===== config.mk =====
export PLATFORM = sky130hd
export DESIGN_NAME = shader_constant_dirty_tracker
export DESIGN_NICKNAME = d
export VERILOG_FILES = /design/src/rtl/sdt_pkg.sv /design/src/rtl/sdt_front.sv /design/src/rtl/sdt_queue.sv /design/src/rtl/sdt_back.sv /design/src/rtl/shader_constant_dirty_tracker.sv
export SDC_FILE = /design/constraint.sdc
export NUM_CORES = 1
export LEC_CHECK = 0
export ABC_CLOCK_PERIOD_IN_PS = 16100
export BUFFER_PORTS_ARGS = -buffer_cell sky130_fd_sc_hd__buf_2
export CORE_UTILIZATION = 52
export DETAILED_ROUTE_END_ITERATION = 16
export GPL_TIMING_DRIVEN = 1
export PLACE_DENSITY = 0.71
export SYNTH_ARGS = -nofsm -noshare
export SYNTH_HDL_FRONTEND = slang
export SYNTH_SLANG_ARGS = --single-unit

===== constraint.sdc =====
create_clock -name clk_i -period 16.1 [get_ports clk_i]
set_input_delay 3.22 -clock clk_i [delete_from_list [all_inputs] [get_ports clk_i]]
set_output_delay 3.22 -clock clk_i [all_outputs]
set_load 0.03 [all_outputs]

===== src/rtl/sdt_pkg.sv =====
// ----------------------------------------------------------------------------
// Shader constant dirty tracker package
// Shared types, command codes and reset values for the tracker blocks.
// ----------------------------------------------------------------------------
`default_nettype none

package sdt_pkg;

  // Widths of the fixed fields, and the number of banks.
  localparam int unsigned MarkW  = 12;
  localparam int unsigned CountW = 16;
  localparam int unsigned NumBanks = 6;

  // Default depth of the queue between front and back.
  localparam int unsigned QUEUE_DEPTH = 2;

  // Register reset values.
  localparam logic [CountW-1:0] VERTEX_FLOAT_LIMIT_RST = 16'd256;
  localparam logic [CountW-1:0] PIXEL_FLOAT_LIMIT_RST  = 16'd224;
  localparam logic [CountW-1:0] INT_LIMIT_RST          = 16'd16;
  localparam logic [CountW-1:0] BOOL_LIMIT_RST         = 16'd16;

  // Configuration register indexes.
  typedef enum logic [1:0] {
    REG_VERTEX_FLOAT_LIMIT = 2'd0,
    REG_PIXEL_FLOAT_LIMIT  = 2'd1,
    REG_INT_LIMIT          = 2'd2,
    REG_BOOL_LIMIT         = 2'd3
  } reg_idx_e;

  // Command codes as they arrive on the request port.
  typedef enum logic [2:0] {
    MODE_CONST_SET  = 3'd0,
    MODE_SET_MARKS  = 3'd1,
    MODE_CLEAR_MARKS = 3'd2,
    MODE_MARK_ALL   = 3'd3,
    MODE_BUILD_PLAN = 3'd4
  } mode_e;

  // Classified operations handed to the back end.
  typedef enum logic [2:0] {
    OP_NOP,
    OP_CONST_SET,
    OP_SET_MARKS,
    OP_CLEAR_MARKS,
    OP_MARK_ALL,
    OP_BUILD_PLAN
  } op_e;

  // One classified command.
  typedef struct packed {
    op_e               op;
    logic [2:0]        bank;
    logic              stage;
    logic [CountW-1:0] cand;
    logic [MarkW-1:0]  marks;
    logic              full;
    logic [CountW-1:0] use_float;
    logic [CountW-1:0] use_int;
    logic [CountW-1:0] use_bool;
  } cmd_t;

  // Upload limits.
  typedef struct packed {
    logic [CountW-1:0] vertex_float;
    logic [CountW-1:0] pixel_float;
    logic [CountW-1:0] int_lim;
    logic [CountW-1:0] bool_lim;
  } limits_t;

  // One result.
  typedef struct packed {
    logic [MarkW-1:0]  dirty_marks;
    logic              plan_valid;
    logic [CountW-1:0] plan_float;
    logic [CountW-1:0] plan_int;
    logic [CountW-1:0] plan_bool;
    logic              full_struct;
  } result_t;

endpackage

`default_nettype wire


===== src/rtl/sdt_front.sv =====
// ----------------------------------------------------------------------------
// Tracker front end
// Classifies each incoming request and computes its saturated end register.
// ----------------------------------------------------------------------------
`default_nettype none

module sdt_front (
  input  wire logic [2:0]                  mode_i,
  input  wire logic [2:0]                  bank_i,
  input  wire logic                        stage_i,
  input  wire logic [31:0]                 start_reg_i,
  input  wire logic [31:0]                 reg_count_i,
  input  wire logic [sdt_pkg::MarkW-1:0]   bit_mask_i,
  input  wire logic                        usage_unknown_i,
  input  wire logic [2:0]                  usage_indexed_i,
  input  wire logic [sdt_pkg::CountW-1:0]  usage_float_count_i,
  input  wire logic [sdt_pkg::CountW-1:0]  usage_int_count_i,
  input  wire logic [sdt_pkg::CountW-1:0]  usage_bool_count_i,
  output sdt_pkg::cmd_t                    cmd_o
);

  logic [32:0] end_sum;

  // The end of a written range, saturated to the counter width.
  assign end_sum = {1'b0, start_reg_i} + {1'b0, reg_count_i};

  always_comb begin
    cmd_o.bank      = bank_i;
    cmd_o.stage     = stage_i;
    cmd_o.cand      = (|end_sum[32:sdt_pkg::CountW]) ? '1 : end_sum[sdt_pkg::CountW-1:0];
    cmd_o.marks     = bit_mask_i;
    cmd_o.full      = usage_unknown_i || (usage_indexed_i != 3'd0);
    cmd_o.use_float = usage_float_count_i;
    cmd_o.use_int   = usage_int_count_i;
    cmd_o.use_bool  = usage_bool_count_i;
    // A constant set to a bank that does not exist does nothing.
    case (mode_i)
      sdt_pkg::MODE_CONST_SET: begin
        cmd_o.op = (bank_i < 3'(sdt_pkg::NumBanks)) ? sdt_pkg::OP_CONST_SET
                                                     : sdt_pkg::OP_NOP;
      end
      sdt_pkg::MODE_SET_MARKS:   cmd_o.op = sdt_pkg::OP_SET_MARKS;
      sdt_pkg::MODE_CLEAR_MARKS: cmd_o.op = sdt_pkg::OP_CLEAR_MARKS;
      sdt_pkg::MODE_MARK_ALL:    cmd_o.op = sdt_pkg::OP_MARK_ALL;
      sdt_pkg::MODE_BUILD_PLAN:  cmd_o.op = sdt_pkg::OP_BUILD_PLAN;
      default:                   cmd_o.op = sdt_pkg::OP_NOP;
    endcase
  end

endmodule

`default_nettype wire


===== src/rtl/sdt_queue.sv =====
// ----------------------------------------------------------------------------
// Tracker command queue
// A short first-in first-out queue of classified commands.
// ----------------------------------------------------------------------------
`default_nettype none

module sdt_queue #(
  parameter int unsigned Depth = sdt_pkg::QUEUE_DEPTH
) (
  input  wire logic    clk_i,
  input  wire logic    rst_ni,
  input  wire logic    push_i,
  input  wire sdt_pkg::cmd_t push_data_i,
  output logic         full_o,
  input  wire logic    pop_i,
  output logic         valid_o,
  output sdt_pkg::cmd_t pop_data_o
);

  localparam int unsigned PtrW = (Depth > 1) ? $clog2(Depth) : 1;
  localparam int unsigned CntW = $clog2(Depth + 1);

  sdt_pkg::cmd_t entry_q [Depth];
  logic [PtrW-1:0] wr_ptr_q, wr_ptr_d;
  logic [PtrW-1:0] rd_ptr_q, rd_ptr_d;
  logic [CntW-1:0] count_q, count_d;
  logic            do_push, do_pop;

  assign full_o     = (count_q == CntW'(Depth));
  assign valid_o    = (count_q != '0);
  assign pop_data_o = entry_q[rd_ptr_q];
  assign do_push    = push_i && !full_o;
  assign do_pop     = pop_i && valid_o;

  // Pointer and fill count updates, wrapping at the depth.
  always_comb begin
    wr_ptr_d = wr_ptr_q;
    rd_ptr_d = rd_ptr_q;
    count_d  = count_q;
    if (do_push) begin
      wr_ptr_d = (wr_ptr_q == PtrW'(Depth - 1)) ? '0 : wr_ptr_q + 1'b1;
    end
    if (do_pop) begin
      rd_ptr_d = (rd_ptr_q == PtrW'(Depth - 1)) ? '0 : rd_ptr_q + 1'b1;
    end
    if (do_push && !do_pop) begin
      count_d = count_q + 1'b1;
    end else if (do_pop && !do_push) begin
      count_d = count_q - 1'b1;
    end
  end

  always_ff @(posedge clk_i or negedge rst_ni) begin
    if (!rst_ni) begin
      wr_ptr_q <= '0;
      rd_ptr_q <= '0;
      count_q  <= '0;
    end else begin
      wr_ptr_q <= wr_ptr_d;
      rd_ptr_q <= rd_ptr_d;
      count_q  <= count_d;
    end
  end

  // Entry storage needs no reset.
  always_ff @(posedge clk_i) begin
    if (do_push) begin
      entry_q[wr_ptr_q] <= push_data_i;
    end
  end

  // The fill count never goes past the depth.
  a_count_bound: assert property (@(posedge clk_i) disable iff (!rst_ni)
    count_q <= CntW'(Depth))
    else $error("queue fill count exceeds depth");

  // The read pointer moves only when an entry leaves.
  a_rd_moves: assert property (@(posedge clk_i) disable iff (!rst_ni)
    !do_pop |=> $stable(rd_ptr_q))
    else $error("queue read pointer moved without a pop");

endmodule

`default_nettype wire


===== src/rtl/sdt_back.sv =====
// ----------------------------------------------------------------------------
// Tracker back end
// Applies commands to the dirty mask and counters and builds upload plans.
// ----------------------------------------------------------------------------
`default_nettype none

module sdt_back (
  input  wire logic      clk_i,
  input  wire logic      rst_ni,
  input  wire logic      cmd_valid_i,
  input  wire sdt_pkg::cmd_t cmd_i,
  output logic           cmd_pop_o,
  input  wire sdt_pkg::limits_t limits_i,
  output logic           res_valid_o,
  input  wire logic      res_ready_i,
  output sdt_pkg::result_t res_o
);

  logic [sdt_pkg::MarkW-1:0]  mask_q, mask_d;
  logic [sdt_pkg::CountW-1:0] hw_q [sdt_pkg::NumBanks];
  logic [sdt_pkg::CountW-1:0] hw_d [sdt_pkg::NumBanks];
  logic                       res_valid_q;
  sdt_pkg::result_t           res_q, res_d;
  logic [sdt_pkg::CountW-1:0] cnt_f, cnt_i, cnt_b, lim_f;

  // Take a command whenever the output register is free or being drained.
  assign cmd_pop_o   = cmd_valid_i && (!res_valid_q || res_ready_i);
  assign res_valid_o = res_valid_q;
  assign res_o       = res_q;

  // Larger of counter and usage, clamped to the limit.
  function automatic logic [sdt_pkg::CountW-1:0] plan_count(
    input logic [sdt_pkg::CountW-1:0] cnt,
    input logic [sdt_pkg::CountW-1:0] use_cnt,
    input logic [sdt_pkg::CountW-1:0] lim
  );
    logic [sdt_pkg::CountW-1:0] v;
    v = (cnt > use_cnt) ? cnt : use_cnt;
    return (v < lim) ? v : lim;
  endfunction

  // Counters of the planned stage.
  assign cnt_f = cmd_i.stage ? hw_q[3] : hw_q[0];
  assign cnt_i = cmd_i.stage ? hw_q[4] : hw_q[1];
  assign cnt_b = cmd_i.stage ? hw_q[5] : hw_q[2];
  assign lim_f = cmd_i.stage ? limits_i.pixel_float : limits_i.vertex_float;

  // State update and result for the command at the queue head.
  always_comb begin
    mask_d = mask_q;
    for (int i = 0; i < sdt_pkg::NumBanks; i++) begin
      hw_d[i] = hw_q[i];
    end
    res_d = '0;
    case (cmd_i.op)
      sdt_pkg::OP_CONST_SET: begin
        for (int i = 0; i < sdt_pkg::NumBanks; i++) begin
          if (cmd_i.bank == 3'(i)) begin
            mask_d[i] = 1'b1;
            if (cmd_i.cand > hw_q[i]) begin
              hw_d[i] = cmd_i.cand;
            end
          end
        end
      end
      sdt_pkg::OP_SET_MARKS:   mask_d = mask_q | cmd_i.marks;
      sdt_pkg::OP_CLEAR_MARKS: mask_d = mask_q & ~cmd_i.marks;
      sdt_pkg::OP_MARK_ALL:    mask_d = '1;
      sdt_pkg::OP_BUILD_PLAN: begin
        res_d.plan_valid = 1'b1;
        if (cmd_i.full) begin
          res_d.plan_float  = lim_f;
          res_d.plan_int    = limits_i.int_lim;
          res_d.plan_bool   = limits_i.bool_lim;
          res_d.full_struct = 1'b1;
        end else begin
          res_d.plan_float = plan_count(cnt_f, cmd_i.use_float, lim_f);
          res_d.plan_int   = plan_count(cnt_i, cmd_i.use_int, limits_i.int_lim);
          res_d.plan_bool  = plan_count(cnt_b, cmd_i.use_bool, limits_i.bool_lim);
        end
      end
      default: ;
    endcase
    res_d.dirty_marks = mask_d;
  end

  // Tracker state and output valid.
  always_ff @(posedge clk_i or negedge rst_ni) begin
    if (!rst_ni) begin
      mask_q      <= '0;
      res_valid_q <= 1'b0;
      for (int i = 0; i < sdt_pkg::NumBanks; i++) begin
        hw_q[i] <= '0;
      end
    end else begin
      if (cmd_pop_o) begin
        mask_q      <= mask_d;
        res_valid_q <= 1'b1;
        for (int i = 0; i < sdt_pkg::NumBanks; i++) begin
          hw_q[i] <= hw_d[i];
        end
      end else if (res_ready_i) begin
        res_valid_q <= 1'b0;
      end
    end
  end

  // Result payload register.
  always_ff @(posedge clk_i) begin
    if (cmd_pop_o) begin
      res_q <= res_d;
    end
  end

  // A result without a plan carries zero plan fields.
  a_no_plan_zero: assert property (@(posedge clk_i) disable iff (!rst_ni)
    res_valid_q && !res_q.plan_valid |->
      res_q.plan_float == '0 && res_q.plan_int == '0 &&
      res_q.plan_bool == '0 && !res_q.full_struct)
    else $error("non-plan result has plan fields set");

  // Integer and boolean plan counts never exceed their limits.
  a_plan_clamped: assert property (@(posedge clk_i) disable iff (!rst_ni)
    res_valid_q && res_q.plan_valid |->
      res_q.plan_int <= limits_i.int_lim && res_q.plan_bool <= limits_i.bool_lim)
    else $error("plan count above limit");

  // Mark-all leaves every mark set in its result.
  a_mark_all: assert property (@(posedge clk_i) disable iff (!rst_ni)
    cmd_pop_o && cmd_i.op == sdt_pkg::OP_MARK_ALL |=> res_q.dirty_marks == '1)
    else $error("mark-all result lost marks");

endmodule

`default_nettype wire


===== src/rtl/shader_constant_dirty_tracker.sv =====
// ----------------------------------------------------------------------------
// Shader constant dirty tracker
// Keeps dirty marks and per-bank high-water counters and builds upload plans.
// ----------------------------------------------------------------------------
//   Channel   Direction  Handshake              Payload
//   request   in         in_valid_i/in_ready_o  mode_i .. usage_bool_count_i
//   result    out        out_valid_o/out_ready_i dirty_marks_o .. full_struct_o
//   config    in         cfg_write_i            cfg_index_i, cfg_data_i
//
// A request is classified in the cycle it is accepted and queued; the back
// end applies it from the queue head and registers its result in the
// result register. One request per cycle is sustained while out_ready_i
// stays high; the back end's single state update per cycle sets that
// figure. The queue holds QueueDepth requests behind the result register;
// once it is full, in_ready_o drops until the result port drains. Reset
// clears the marks and counters and restores the limit defaults at once.
// ----------------------------------------------------------------------------
`default_nettype none

module shader_constant_dirty_tracker #(
  parameter int unsigned QueueDepth = sdt_pkg::QUEUE_DEPTH
) (
  input  wire logic                       clk_i,
  input  wire logic                       rst_ni,
  // Configuration writes.
  input  wire logic                       cfg_write_i,
  input  wire logic [1:0]                 cfg_index_i,
  input  wire logic [15:0]                cfg_data_i,
  // Request channel.
  input  wire logic                       in_valid_i,
  output logic                            in_ready_o,
  input  wire logic [2:0]                 mode_i,
  input  wire logic [2:0]                 bank_i,
  input  wire logic                       stage_i,
  input  wire logic [31:0]                start_reg_i,
  input  wire logic [31:0]                reg_count_i,
  input  wire logic [11:0]                bit_mask_i,
  input  wire logic                       usage_unknown_i,
  input  wire logic [2:0]                 usage_indexed_i,
  input  wire logic [15:0]                usage_float_count_i,
  input  wire logic [15:0]                usage_int_count_i,
  input  wire logic [15:0]                usage_bool_count_i,
  // Result channel.
  output logic                            out_valid_o,
  input  wire logic                       out_ready_i,
  output logic [11:0]                     dirty_marks_o,
  output logic                            plan_valid_o,
  output logic [15:0]                     plan_float_count_o,
  output logic [15:0]                     plan_int_count_o,
  output logic [15:0]                     plan_bool_count_o,
  output logic                            full_struct_o
);

  sdt_pkg::limits_t limits_q;
  sdt_pkg::cmd_t    front_cmd, head_cmd;
  sdt_pkg::result_t res;
  logic             q_full, q_valid, q_pop;

  // Limit registers.
  always_ff @(posedge clk_i or negedge rst_ni) begin
    if (!rst_ni) begin
      limits_q.vertex_float <= sdt_pkg::VERTEX_FLOAT_LIMIT_RST;
      limits_q.pixel_float  <= sdt_pkg::PIXEL_FLOAT_LIMIT_RST;
      limits_q.int_lim      <= sdt_pkg::INT_LIMIT_RST;
      limits_q.bool_lim     <= sdt_pkg::BOOL_LIMIT_RST;
    end else if (cfg_write_i) begin
      case (cfg_index_i)
        sdt_pkg::REG_VERTEX_FLOAT_LIMIT: limits_q.vertex_float <= cfg_data_i;
        sdt_pkg::REG_PIXEL_FLOAT_LIMIT:  limits_q.pixel_float  <= cfg_data_i;
        sdt_pkg::REG_INT_LIMIT:          limits_q.int_lim      <= cfg_data_i;
        sdt_pkg::REG_BOOL_LIMIT:         limits_q.bool_lim     <= cfg_data_i;
        default: ;
      endcase
    end
  end

  // Front end: classify the incoming request.
  sdt_front u_front (
    .mode_i              (mode_i),
    .bank_i              (bank_i),
    .stage_i             (stage_i),
    .start_reg_i         (start_reg_i),
    .reg_count_i         (reg_count_i),
    .bit_mask_i          (bit_mask_i),
    .usage_unknown_i     (usage_unknown_i),
    .usage_indexed_i     (usage_indexed_i),
    .usage_float_count_i (usage_float_count_i),
    .usage_int_count_i   (usage_int_count_i),
    .usage_bool_count_i  (usage_bool_count_i),
    .cmd_o               (front_cmd)
  );

  assign in_ready_o = !q_full;

  // Queue between front and back.
  sdt_queue #(
    .Depth (QueueDepth)
  ) u_queue (
    .clk_i       (clk_i),
    .rst_ni      (rst_ni),
    .push_i      (in_valid_i),
    .push_data_i (front_cmd),
    .full_o      (q_full),
    .pop_i       (q_pop),
    .valid_o     (q_valid),
    .pop_data_o  (head_cmd)
  );

  // Back end: apply commands and register results.
  sdt_back u_back (
    .clk_i       (clk_i),
    .rst_ni      (rst_ni),
    .cmd_valid_i (q_valid),
    .cmd_i       (head_cmd),
    .cmd_pop_o   (q_pop),
    .limits_i    (limits_q),
    .res_valid_o (out_valid_o),
    .res_ready_i (out_ready_i),
    .res_o       (res)
  );

  assign dirty_marks_o      = res.dirty_marks;
  assign plan_valid_o       = res.plan_valid;
  assign plan_float_count_o = res.plan_float;
  assign plan_int_count_o   = res.plan_int;
  assign plan_bool_count_o  = res.plan_bool;
  assign full_struct_o      = res.full_struct;

endmodule

`default_nettype wire


---- After elaboration in Yosys (flattened, before gate mapping) ----
Memory sizes are Yosys's and may differ from the RTL's.
Cells that the tools add are included.
word-level totals
  register bits ........................... 239
  memory bits (writable) .................. 168
  bits of input ports ..................... 158
  output and inout bits ................... 64
  word-level logic and storage cells ...... 122
  memories ................................ 1
memories
  memory           words  bits a word  read ports  clocked after Yosys merged registers in  wr ports  line             text
  u_queue.entry_q  2      84           1           0                                        1         sdt_queue.sv:23  sdt_pkg::cmd_t entry_q [Depth];
cells by class
  $add $sub $neg .......................... 5
  $lt $le $gt $ge ......................... 13
  eq/ne operators ......................... 18
  mux-type cells .......................... 32
  bitwise logic cells ..................... 3
  reductions and logical operators ........ 29
operator list
  kind                count
  $mux 16             11
  $gt 16x16->1        9
  $mux 50             1
  $lt 16x16->1        3
  $mux 48             1
  $add 32x32->33      1
  $pmux 6 s4          1
  $reduce_and 4->1    6
  $eq 3x2->1 const B  6
  $pmux 6 s3          1
  $reduce_or 17->1    1
  $eq 3x3->1 const B  5
  $pmux 3 s5          1
  $mux 1              14
  $and 12x12->12      1
  $not 12->12         1
  $or 12x12->12       1
  $eq 3x1->1 const B  3
  $reduce_and 2->1    4
  $eq 2x2->1 const B  3
  $logic_not 3->1     2
  $reduce_bool 2->1   3
  $logic_and 1x1->1   5
  $logic_not 1->1     4
  other kinds (9)     12

---- Longest topological paths before layout ----
Gate-level depths: netlist of the first run.
An unclocked memory read counts as a cell.
  word-level depth ........................ 8
  mapped depth ............................ 28
  mapped depth without buffers ............ 22

---- Modules after synthesis ----
From an unflattened synthesis of the first run, not the netlist that was laid out.
second synthesis, totals
  cells, all modules ...................... 2246
  area total of the unflattened synthesis .. 24699.9 sq um
modules (own cells, without submodules)
  module                         instances  cells each  area each (sq um)  sequential area each (sq um)
  sdt_back                       1          1405        13117.6            4589.4
  sdt_queue                      1          280         6267.3             5144.9
  sdt_front                      1          424         2892.8             0.0
  shader_constant_dirty_tracker  1          137         2422.3             1609.0

---- Worst setup path after synthesis of the first run ----
OpenSTA, ideal clock, no wires.
  path kind ............................... input to register
  start point ............................. input in_valid_i
  end point ............................... memory u_queue.entry_q[0][0] in the netlist's numbering (enable)
  setup time .............................. 0.527 ns
  arrival ................................. 6.823 ns
  data required time ...................... 15.573 ns
  path slack .............................. 8.749 ns
  stages on the path ...................... 2
  path buffers ............................ 0
  cell sequence ........................... nand2_1 nor2_1
between the ends
  longest elaborated chain between the ends .. 3
ends and longest elaborated chain
  item                          line                                 text
  from (decl)                   shader_constant_dirty_tracker.sv:30  input wire logic in_valid_i,
  $logic_and 1x1->1             sdt_queue.sv:32                      assign do_push = push_i && !full_o;
  $mux 1                        sdt_queue.sv:67                      if (do_push) begin
  $mux 1 (implied by the code)  sdt_queue.sv:68                      entry_q[wr_ptr_q] <= push_data_i;
  to (decl)                     sdt_queue.sv:23
Every way passes these cells.

---- Worst setup path after layout of the first run ----
  start point ............................. register u_queue.rd_ptr_q
  end point ............................... register u_back.res_q (netlist bit u_back.res_o[46]), data pin
between the ends
  longest elaborated chain between the ends .. 7
  elaborated cells on any way between the ends .. 9
  classes of those cells .................. 2 x order compare; 1 x eq/ne; 5 x mux; 1 x memory
ends and longest elaborated chain
  item                    line             text
  from (decl)             sdt_queue.sv:25  logic [PtrW-1:0] rd_ptr_q, rd_ptr_d;
  from (signal assigned)  sdt_queue.sv:60  rd_ptr_q <= rd_ptr_d;
  $mem_v2 2x84 *          -
  $mux 16                 sdt_back.sv:43   assign cnt_f = cmd_i.stage ? hw_q[3] : hw_q[0];
  $gt 16x16->1            sdt_back.sv:38   v = (cnt > use_cnt) ? cnt : use_cnt;
  $mux 16                 sdt_back.sv:38
  $lt 16x16->1            sdt_back.sv:39   return (v < lim) ? v : lim;
  $mux 16                 sdt_back.sv:39
  $mux 48                 sdt_back.sv:71   if (cmd_i.full) begin
  to (signal assigned)    sdt_back.sv:111  res_q <= res_d;
  to (decl)               sdt_back.sv:23   sdt_pkg::result_t res_q, res_d;
Mark *: on every way between the ends. The rest lies on a longest branch, timed or not.
A chain may end at the register's enable or synchronous reset.

==> results.md, run 1 <==
- Share of the synthesized area in the top cell type: between 20% and 30%
- Worst hold path class: flip-flop to flip-flop
- Dominant combinational cell family by area after synthesis: multiplexers
- Port buffer count: roughly 220
- Xor/xnor share of the synthesized area: less than 1%
- Clock H-tree levels: 2
- Compound-Gate Fraction of Synth Area: about 12%
- X dimension of the die: between 200 and 250 um
- Data required, critical path: around 16 ns
- Final worst clock skew: 0.02861 ns
- Core Region: 45280 sq um
- Share of the cycle needed by the critical path after routing: between 40% and 50%
- Outcome: finished, final reports clean
- Hold violation total from the final report: 0
- Via count: 17530
- Start-to-end type of the worst setup path: flip-flop to flip-flop
- Skew-Pair Late Insertion Delay: ~0.59 ns
- Final RePlAce weighted congestion: approximately 0.94
- Number of hold buffers added after CTS: 0
- Total GRT Usage: between 20% and 30%
- Starting Density: between 50 and 60%
- Clock net sink count: ~410
- Max-slew violation total from the final report: 0
- FP Rows: between 70 and 80
- Clock tree from TritonCTS: built
- Part of the Yosys area used for sequential elements: between 40% and 50%
- Share of the core filled with cells: roughly 60%
- Wire length per cell after detailed routing: about 21 um
- RSZ-0062 raised after global routing: false
- Headroom to the max-slew limit: 14.44%
- Power density over cell area: around 170 nW/um^2
- Adder-cell share of the synthesized area: between 10% and 20%
- Die Footprint: around 47000 sq um
- Clock-pin slew reported for the worst setup and hold paths after clock tree synthesis: approximately 0.060 ns
- Post-cts sizing count: 0
- Clock period minus worst slack: 7.530 ns
- Number of instances in the synthesized netlist: roughly 2100
- Total CTS buffers: 43
- Grt total ovfl: 0
- Setup total negative slack: 0 ns
- Critical Path Fanout Max: 85
- Number of maximum-capacitance violations: 0
- Number of DRC violations after detailed-routing iteration 0: 1344
- Leading post-synthesis cells by instance count: sky130_fd_sc_hd__edfxtp_1, sky130_fd_sc_hd__ha_1, sky130_fd_sc_hd__mux2i_1
- Register bit count reported by yosys: just over 400
- Cell type contributing the most total cell area after synthesis: sky130_fd_sc_hd__edfxtp_1
- WL final: approximately 62000 um
- Fraction of final layout cells sized beyond drive strength 1: 19.58%
- Mean instance size in the synthesized netlist: 11.11 sq um
- Element type at the critical path end: flip-flop
- Post-Syn Nets: approximately 2500
- Pin count of the biggest net entering global routing: roughly 100
- Number of optimization iterations in the first detailed-route pass: 5
- Synthesis-to-layout area growth: 12.76%
- Leading register cell type out of synthesis: sky130_fd_sc_hd__edfxtp_1
- Number of warning messages in the yosys log: 0
- Worst-case hold slack: between 0.4 and 0.5 ns
- Crit path arrival time: a little under 8 ns
- Post-synthesis async set-or-reset flop share: 43.49%
- Clock Tree Root: sky130_fd_sc_hd__clkbuf_16
- Ports placed on the boundary: approximately 220
- Ranking of synthesized cells by area: sky130_fd_sc_hd__edfxtp_1, sky130_fd_sc_hd__dfrtp_1, sky130_fd_sc_hd__ha_1, sky130_fd_sc_hd__mux2i_1, sky130_fd_sc_hd__mux2_2
- Number of inserted filler cells in the final layout: about 3800
- Number of buffers between clock root and the deepest sink: 3
- Max Fclk: between 100 and 150 MHz
- Basic-gate share of the synthesized area counting and, or, nand and nor cells: under 10%
- Worst ir drop on vdd: between 0.09 and 0.1 mV
- Global-route wire length before repair: 96020 um
- DR vias/cell: around 5.9
- Most numerous cell in the Yosys netlist: sky130_fd_sc_hd__edfxtp_1
- Number of global-route vias before repair: roughly 17000
- Number of distinct library cells after synthesis: 84
- Final layout net count: roughly 2700
- Total DRC errors in the routed layout: 0
- Number of antenna violations at the first check in global routing: 5
- Number of nets with antenna violations after routing: 0
- Portion of netlist area occupied by mux cells: approximately an eighth
- Number of setup violations in the final report: 0
- EDFF count, synth: 230
- Startpoint type of the worst setup path: flip-flop
- Setup bufs post-CTS: 0
- Area of the mapped netlist: around 24000 sq um
- Worst Max-Slew Pin Slew: approximately 1.3 ns
- Vertical die dimension: between 200 and 250 um
- DP HPWL: around 45000 um
- Leak: 0.01178 uW
==> critical path, stage by stage (launching register included) <==
cell and delay, ns:
sky130_fd_sc_hd__dfrtp_4 0.73, sky130_fd_sc_hd__mux2i_4 0.63, sky130_fd_sc_hd__buf_4 0.83, sky130_fd_sc_hd__o21ai_0 0.28, sky130_fd_sc_hd__ha_1 0.38, sky130_fd_sc_hd__a21o_1 0.17, sky130_fd_sc_hd__a21o_1 0.17, sky130_fd_sc_hd__a21oi_1 0.16
sky130_fd_sc_hd__o21ai_1 0.13, sky130_fd_sc_hd__o31ai_4 0.98, sky130_fd_sc_hd__nor2_1 0.11, sky130_fd_sc_hd__a21oi_1 0.26, sky130_fd_sc_hd__ha_1 0.30, sky130_fd_sc_hd__a21o_1 0.16, sky130_fd_sc_hd__a21oi_1 0.13, sky130_fd_sc_hd__nor2b_1 0.06
sky130_fd_sc_hd__o21ai_0 0.17, sky130_fd_sc_hd__nand2b_1 0.08, sky130_fd_sc_hd__a21oi_1 0.17, sky130_fd_sc_hd__o2111ai_1 0.15, sky130_fd_sc_hd__nor2_2 0.73, sky130_fd_sc_hd__mux2_2 0.42
==> state kept, by name, summed over array words and instances (netlist names) <==
signal	flops
limits_q	64
u_queue.count_q	2
u_queue.rd_ptr_q	1
u_back.res_o	62
u_back.hw_q	96
u_back.mask_q	12
u_queue.entry_q	168
u_back.res_valid_o	1
u_queue.wr_ptr_q	1
==> per-stage QoR <==
stage                     cells  worst slack (ns)  instance area [sq um]  total power, uW
after CTS                  2985             8.703                  26890             4701
after global placement     2905             8.969                  25500             3625
after floorplan            2146             8.749                  23850             3086
final                      2986             8.570                  26890             4698
after global routing       2986             8.151                  26890             4992
after detailed placement   2905             8.736                  25500             3699
==> per-layer routing <==
layer  share of wire [%]  wire [um]  GRT usage [%]
met1                  44      26880          35.20
met2                  48      29280          44.02
met3                 5.2       3232          3.144
met4                 3.6       2239          10.63
met5                   0          0              0
==> worst paths after layout <==
kind	start	endpoint	slack [ns]	cells past startpoint
worst min-delay path	u_queue.count_q[1]$_DFFE_PN0P_	u_queue.count_q[1]$_DFFE_PN0P_	0.50	1
min in group asynchronous	rst_ni	limits_q[40]$_DFFE_PN0P_	2.76	1
worst min register to register	u_queue.count_q[1]$_DFFE_PN0P_	u_queue.count_q[1]$_DFFE_PN0P_	0.50	1
max in group asynchronous	rst_ni	u_back.mask_q[9]$_DFFE_PN0P_	11.66	2
worst max-delay path	u_queue.rd_ptr_q$_DFFE_PN0P_	u_back.res_o[46]$_SDFFCE_PN0P_	8.57	21
worst max register to register	u_queue.rd_ptr_q$_DFFE_PN0P_	u_back.res_o[46]$_SDFFCE_PN0P_	8.57	21
==> report_power, final <==
| part | switching, uW | internal, uW | total, uW |
|---|---|---|---|
| Sequential | 109 | 1390 | 1500 |
| Clock | 420 | 563 | 983 |
| Combinational | 1410 | 808 | 2220 |
| Total | 1940 | 2760 | 4700 |
==> cell usage in the layout, fill, tap and decap left out, types with 110 or more instances in the layout <==
master	Yosys	routed
sky130_fd_sc_hd__ha_1	222	222
sky130_fd_sc_hd__nor2_1	132	131
sky130_fd_sc_hd__o21ai_0	117	117
sky130_fd_sc_hd__mux2i_1	184	184
sky130_fd_sc_hd__mux2_2	110	110
sky130_fd_sc_hd__dfrtp_1	171	170
sky130_fd_sc_hd__inv_1	168	168
sky130_fd_sc_hd__buf_2	20	220
sky130_fd_sc_hd__a21oi_1	123	121
sky130_fd_sc_hd__nand2_1	153	153
sky130_fd_sc_hd__edfxtp_1	230	230
==> logic make-up after synthesis <==
family                     after synthesis
buffers and inverters                  247
AOI/OAI and AO/OA                      457
DFF                                    407
and+or+nand+nor                        489
muxes                                  296
adders and majority gates              223
xor gates and xnor gates                27
==> final cells by class <==
type	instances	area [sq um]	share of cell area [%]
well taps	600	750.7	2.792
diodes	1	2.502	0.009306
multi-input cells	1492	11530	42.89
inverters	168	630.6	2.345
repair buffers	238	1240	4.611
clock buffers	57	1170	4.351
flip-flops and latches	407	11350	42.20
clock inverters	23	216.5	0.8050
(Power assumes the default switching activity.)
==> run 2: changes to the inputs <==
ABC_AREA = 1   (was not set)
ABC_CLOCK_PERIOD_IN_PS = 6100   (was 16100)
PLACE_DENSITY = 0.74   (was 0.71)
clock period = 6.1 ns   (was 16.1 ns; I/O delays follow)
==> run 2 against run 1 <==
Register-to-register slack lost 8.0 ns. Fmax grew 35%. Setup slack got worse by 8.0 ns. Sequential power increased to 2.9 times the previous value. Largest cell class is now sequential cells. Die area is 1.0% lower. Core utilization up 0.57 points. Largest power group unchanged. Highest routed layer unchanged. Via count grew 7.5%. Clock-buffer cell count rose by 4. Combinational power increased to 3.2 times the previous value.
==> results.md, run 2 <==
- Starting Density: 53.03% (was 52.66%)
- Most numerous cell in the Yosys netlist: sky130_fd_sc_hd__nand2_1 (was sky130_fd_sc_hd__edfxtp_1)
- Post-synthesis async set-or-reset flop share: 43.49% (unchanged)
- Most flops, register: u_queue.entry_q (unchanged)
- Startpoint of the most critical register-to-register path: u_queue.rd_ptr_q$_DFFE_PN0P_ (unchanged)
- Number of DRC violations after detailed-routing iteration 0: 1498 (was 1344)
- Max Fclk: 179.6 MHz (was 132.8 MHz)
- Vertical die dimension: 215.1 um (was 216.1 um)
- Fraction of final layout cells sized beyond drive strength 1: 13.86% (was 19.58%)
- Register bit count reported by yosys: 407 (unchanged)
- Port buffer count: 221 (unchanged)
- FP Rows: 77 (was 78)
- Startpoint type of the worst setup path: flip-flop (unchanged)
- Clock net sink count: 407 (unchanged)
- Worst Max-Slew Pin Slew: 1.202 ns (was 1.283 ns)
- Critical Path Fanout Max: 36 (was 85)
- Number of distinct library cells after synthesis: 61 (was 84)
- Critical Path Max Stage Delay: 0.57 ns (was 0.98 ns)
- Number of nets with antenna violations after routing: 0 (unchanged)
- Area of the mapped netlist: 23600 sq um (was 23850 sq um)
- Setup total negative slack: 0 ns (unchanged)
- Number of global-route vias before repair: 17880 (was 17490)
- Number of hold buffers added after CTS: 0 (unchanged)
- Pin count of the biggest net entering global routing: 108 (was 103)
- Skew-Pair Late Insertion Delay: 0.57 ns (was 0.59 ns)
- Wire length per cell after detailed routing: 17.88 um (was 20.64 um)
- Leading registers by flop count: u_queue.entry_q: 168 flops, u_back.hw_q: 96 flops, limits_q: 64 flops (unchanged)
- Clock Tree Root: sky130_fd_sc_hd__clkbuf_16 (unchanged)
- Via count: 18840 (was 17530)
- Final layout net count: 3184 (was 2731)
- Cell count of the worst reg-to-reg path: 23 (was 21)
- Crit path arrival time: 5.88 ns (was 7.86 ns)
- Instance area after placement: 25270 sq um (was 25500 sq um)
- Final worst clock skew: 0.01648 ns (was 0.02861 ns)
- Total buffers and inverters traversed by the critical path: 4 (was 1)
- Max FFs per register: 168 (unchanged)
- Crit-path slowest cell: sky130_fd_sc_hd__o21ai_0 (was sky130_fd_sc_hd__o31ai_4)
- Number of optimization iterations in the first detailed-route pass: 5 (unchanged)
- Worst path top cell family by delay: compound AO/OA/AOI/OAI gates (unchanged)
- Clock tree from TritonCTS: built (unchanged)
- Number of maximum-capacitance violations: 0 (unchanged)
- Number of instances in the synthesized netlist: 2596 (was 2146)
- Cell area after layout: 26690 sq um (was 26890 sq um)
- Ports placed on the boundary: 222 (unchanged)
- Synthesis-to-layout area growth: 13.06% (was 12.76%)
- Max-slew violation total from the final report: 0 (unchanged)
- Setup crit start: u_queue.rd_ptr_q$_DFFE_PN0P_ (unchanged)
- Number of inserted filler cells in the final layout: 3864 (was 3810)
- Clock H-tree levels: 2 (unchanged)
- Termination of the worst setup path: u_back.res_o[41]$_SDFFCE_PN0P_ (was u_back.res_o[46]$_SDFFCE_PN0P_)
- EDFF count, synth: 230 (unchanged)
- Start-to-end type of the worst setup path: flip-flop to flip-flop (unchanged)
- Part of the Yosys area used for sequential elements: 48.06% (was 47.57%)
- Cell type contributing the most total cell area after synthesis: sky130_fd_sc_hd__edfxtp_1 (unchanged)
- Global-route wire length before repair: 96910 um (was 96020 um)
- Number of antenna violations at the first check in global routing: 0 (was 5)
- Data required, critical path: 6.42 ns (was 16.43 ns)
- Final RePlAce weighted congestion: 0.9234 (was 0.9405)
- Most common cell after layout, fill and taps aside: sky130_fd_sc_hd__nand2_1 (was sky130_fd_sc_hd__edfxtp_1)
- DP HPWL: 45900 um (was 45420 um)
- Die Footprint: 46250 sq um (was 46720 sq um)
- Worst flop-to-flop path endpoint: u_back.res_o[41]$_SDFFCE_PN0P_ (was u_back.res_o[46]$_SDFFCE_PN0P_)
- Leading post-synthesis cells by instance count: sky130_fd_sc_hd__nand2_1, sky130_fd_sc_hd__o21ai_0, sky130_fd_sc_hd__inv_1 (was sky130_fd_sc_hd__edfxtp_1, sky130_fd_sc_hd__ha_1, sky130_fd_sc_hd__mux2i_1)
- Critical path, cell by cell: inv_2 -> nand2_1 -> nand2_4 -> buf_4 -> o21ai_0 -> ha_1 -> a21oi_1 -> o21ai_0 -> a21oi_1 -> nand2_1 -> nand2_1 -> inv_1 -> o21ai_0 -> ha_1 -> nand2_1 -> nor2_1 -> a211oi_1 -> o221ai_1 -> nor2_1 -> buf_4 -> nand3_1 -> nand2_1 -> nor2_1 (was mux2i_4 -> buf_4 -> o21ai_0 -> ha_1 -> a21o_1 -> a21o_1 -> a21oi_1 -> o21ai_1 -> o31ai_4 -> nor2_1 -> a21oi_1 -> ha_1 -> a21o_1 -> a21oi_1 -> nor2b_1 -> o21ai_0 -> nand2b_1 -> a21oi_1 -> o2111ai_1 -> nor2_2 -> mux2_2)
- Total DRC errors in the routed layout: 0 (unchanged)
- Worst ir drop on vdd: 0.3059 mV (was 0.09584 mV)
- Total stage count of the critical path: 23 (was 21)
- Commonest non-fill, non-tap cells in the layout: sky130_fd_sc_hd__nand2_1, sky130_fd_sc_hd__o21ai_0, sky130_fd_sc_hd__inv_1 (was sky130_fd_sc_hd__edfxtp_1, sky130_fd_sc_hd__ha_1, sky130_fd_sc_hd__buf_2)
- Clock-pin slew reported for the worst setup and hold paths after clock tree synthesis: 0.06 ns (about the same)
- Mean instance size in the synthesized netlist: 9.092 sq um (was 11.11 sq um)
- Outcome: finished, final reports clean (unchanged)
- DR vias/cell: 5.496 (was 5.869)
- Total CTS buffers: 44 (was 43)
- Core Region: 44510 sq um (was 45280 sq um)
- Worst hold path class: flip-flop to flip-flop (unchanged)
- Number of warning messages in the yosys log: 0 (unchanged)
- Headroom to the max-slew limit: 19.85% (was 14.44%)
- Diode insertion count for antenna repair: 0 (was 1)
- Register-to-register path setup slack: 0.53 ns (was 8.57 ns)
- X dimension of the die: 215.1 um (was 216.1 um)
- RSZ-0062 raised after global routing: false (unchanged)
- WL final: 61300 um (was 61620 um)
- Hold violation total from the final report: 0 (unchanged)
- Ranking of synthesized cells by area: sky130_fd_sc_hd__edfxtp_1, sky130_fd_sc_hd__dfrtp_1, sky130_fd_sc_hd__ha_1, sky130_fd_sc_hd__nand2_1, sky130_fd_sc_hd__o21ai_0 (was sky130_fd_sc_hd__edfxtp_1, sky130_fd_sc_hd__dfrtp_1, sky130_fd_sc_hd__ha_1, sky130_fd_sc_hd__mux2i_1, sky130_fd_sc_hd__mux2_2)
- Post-Syn Nets: 2977 (was 2527)
- Grt total ovfl: 0 (unchanged)
- Power density over cell area: 526.5 nW/um^2 (was 174.7 nW/um^2)
- Total GRT Usage: 26.60% (was 26.45%)
- Most frequent cell on the critical path: sky130_fd_sc_hd__nand2_1 (was sky130_fd_sc_hd__a21oi_1)
- Clock period minus worst slack: 5.568 ns (was 7.530 ns)
- Element type at the critical path end: flip-flop (unchanged)
- Leading register cell type out of synthesis: sky130_fd_sc_hd__edfxtp_1 (unchanged)
- Number of buffers between clock root and the deepest sink: 3 (unchanged)
- Share of the synthesized area in the top cell type: 29.26% (was 28.96%)
- Share of the cycle needed by the critical path after routing: 91.28% (was 46.77%)
- Number of setup violations in the final report: 0 (unchanged)
- Leak: 0.01211 uW (was 0.01178 uW)
-- run 2: changes by cell type after synthesis, sizes merged, moves of 20 or more --
cell   previous run  this run
a21o             55         4
inv             168       281
mux2            111         1
mux2i           185        71
nand2           154       657
nor2            134       185
o21ai           129       333
o31ai            21         1
-- run 2: how the worst min path moves through the flow --
stage / from / to / slack [ns] / cells past startpoint
6_report: u_queue.count_q[0]$_DFFE_PN0P_ / u_queue.count_q[0]$_DFFE_PN0P_ / 0.48 / 1
3_3_place_gp: u_queue.count_q[0]$_DFFE_PN0P_ / u_queue.count_q[0]$_DFFE_PN0P_ / 0.46 / 1
5_1_grt: u_back.hw_q[71]$_DFFE_PN0P_ / u_back.hw_q[71]$_DFFE_PN0P_ / 0.50 / 2
4_1_cts: u_queue.count_q[0]$_DFFE_PN0P_ / u_queue.count_q[0]$_DFFE_PN0P_ / 0.48 / 1
2_1_floorplan: u_queue.count_q[0]$_DFFE_PN0P_ / u_queue.count_q[0]$_DFFE_PN0P_ / 0.45 / 1
3_5_place_dp: u_queue.count_q[0]$_DFFE_PN0P_ / u_queue.count_q[0]$_DFFE_PN0P_ / 0.47 / 1
-- run 2: area by class of cell --
class	count	area [sq um]	area share [%]
clock buffers	61	1245	4.665
repair buffers	244	1297	4.862
multi-input cells	1824	10860	40.68
well taps	592	740.7	2.776
clock inverters	18	136.4	0.5111
inverters	282	1062	3.981
flip-flops and latches	407	11350	42.52
-- run 2: kinds of logic after synthesis --
group                    share of synthesized area, %
AND/OR/NAND/NOR                                 17.44
adder cells (fa/ha/maj)                         11.85
XOR/XNOR                                        1.039
flip-flops                                      48.06
buffers and inverters                           6.303
multiplexers                                    3.059
AO/OA/AOI/OAI                                   12.25
-- run 2: metal layers --
metal  track usage, %  routed length (um)  vias up
met5                0                   0        -
met4            7.943                1673        0
met3            4.586                4201      111
met2            43.07               28670      597
met1            36.61               26750     8903
li1                 -                   -     9228
-- run 2: stage by stage --
step	worst slack [ns]	power (uW)	hold slack [ns]	std cells	utilization, %
final	0.5321	14050	0.4830	3428	59.95
after global routing	0.04289	15200	0.4992	3428	59.95
after CTS	0.3431	14010	0.4807	3426	59.87
after detailed placement	0.4923	11360	0.4684	3347	56.76
after global placement	0.6916	11050	0.4597	3347	56.76
after floorplan	0.7272	9373	0.4458	2596	-
-- run 2: where the power goes --
part           internal (uW)  switching [uW]  total (uW)
registers               3920             391        4310
logic                   2300            4860        7160
clock network           1510            1080        2590
-- run 2: repair_timing --
item,CTS,global route
resized for setup,0,7
setup buffers,0,0
endpoints found under the setup margin,0,36
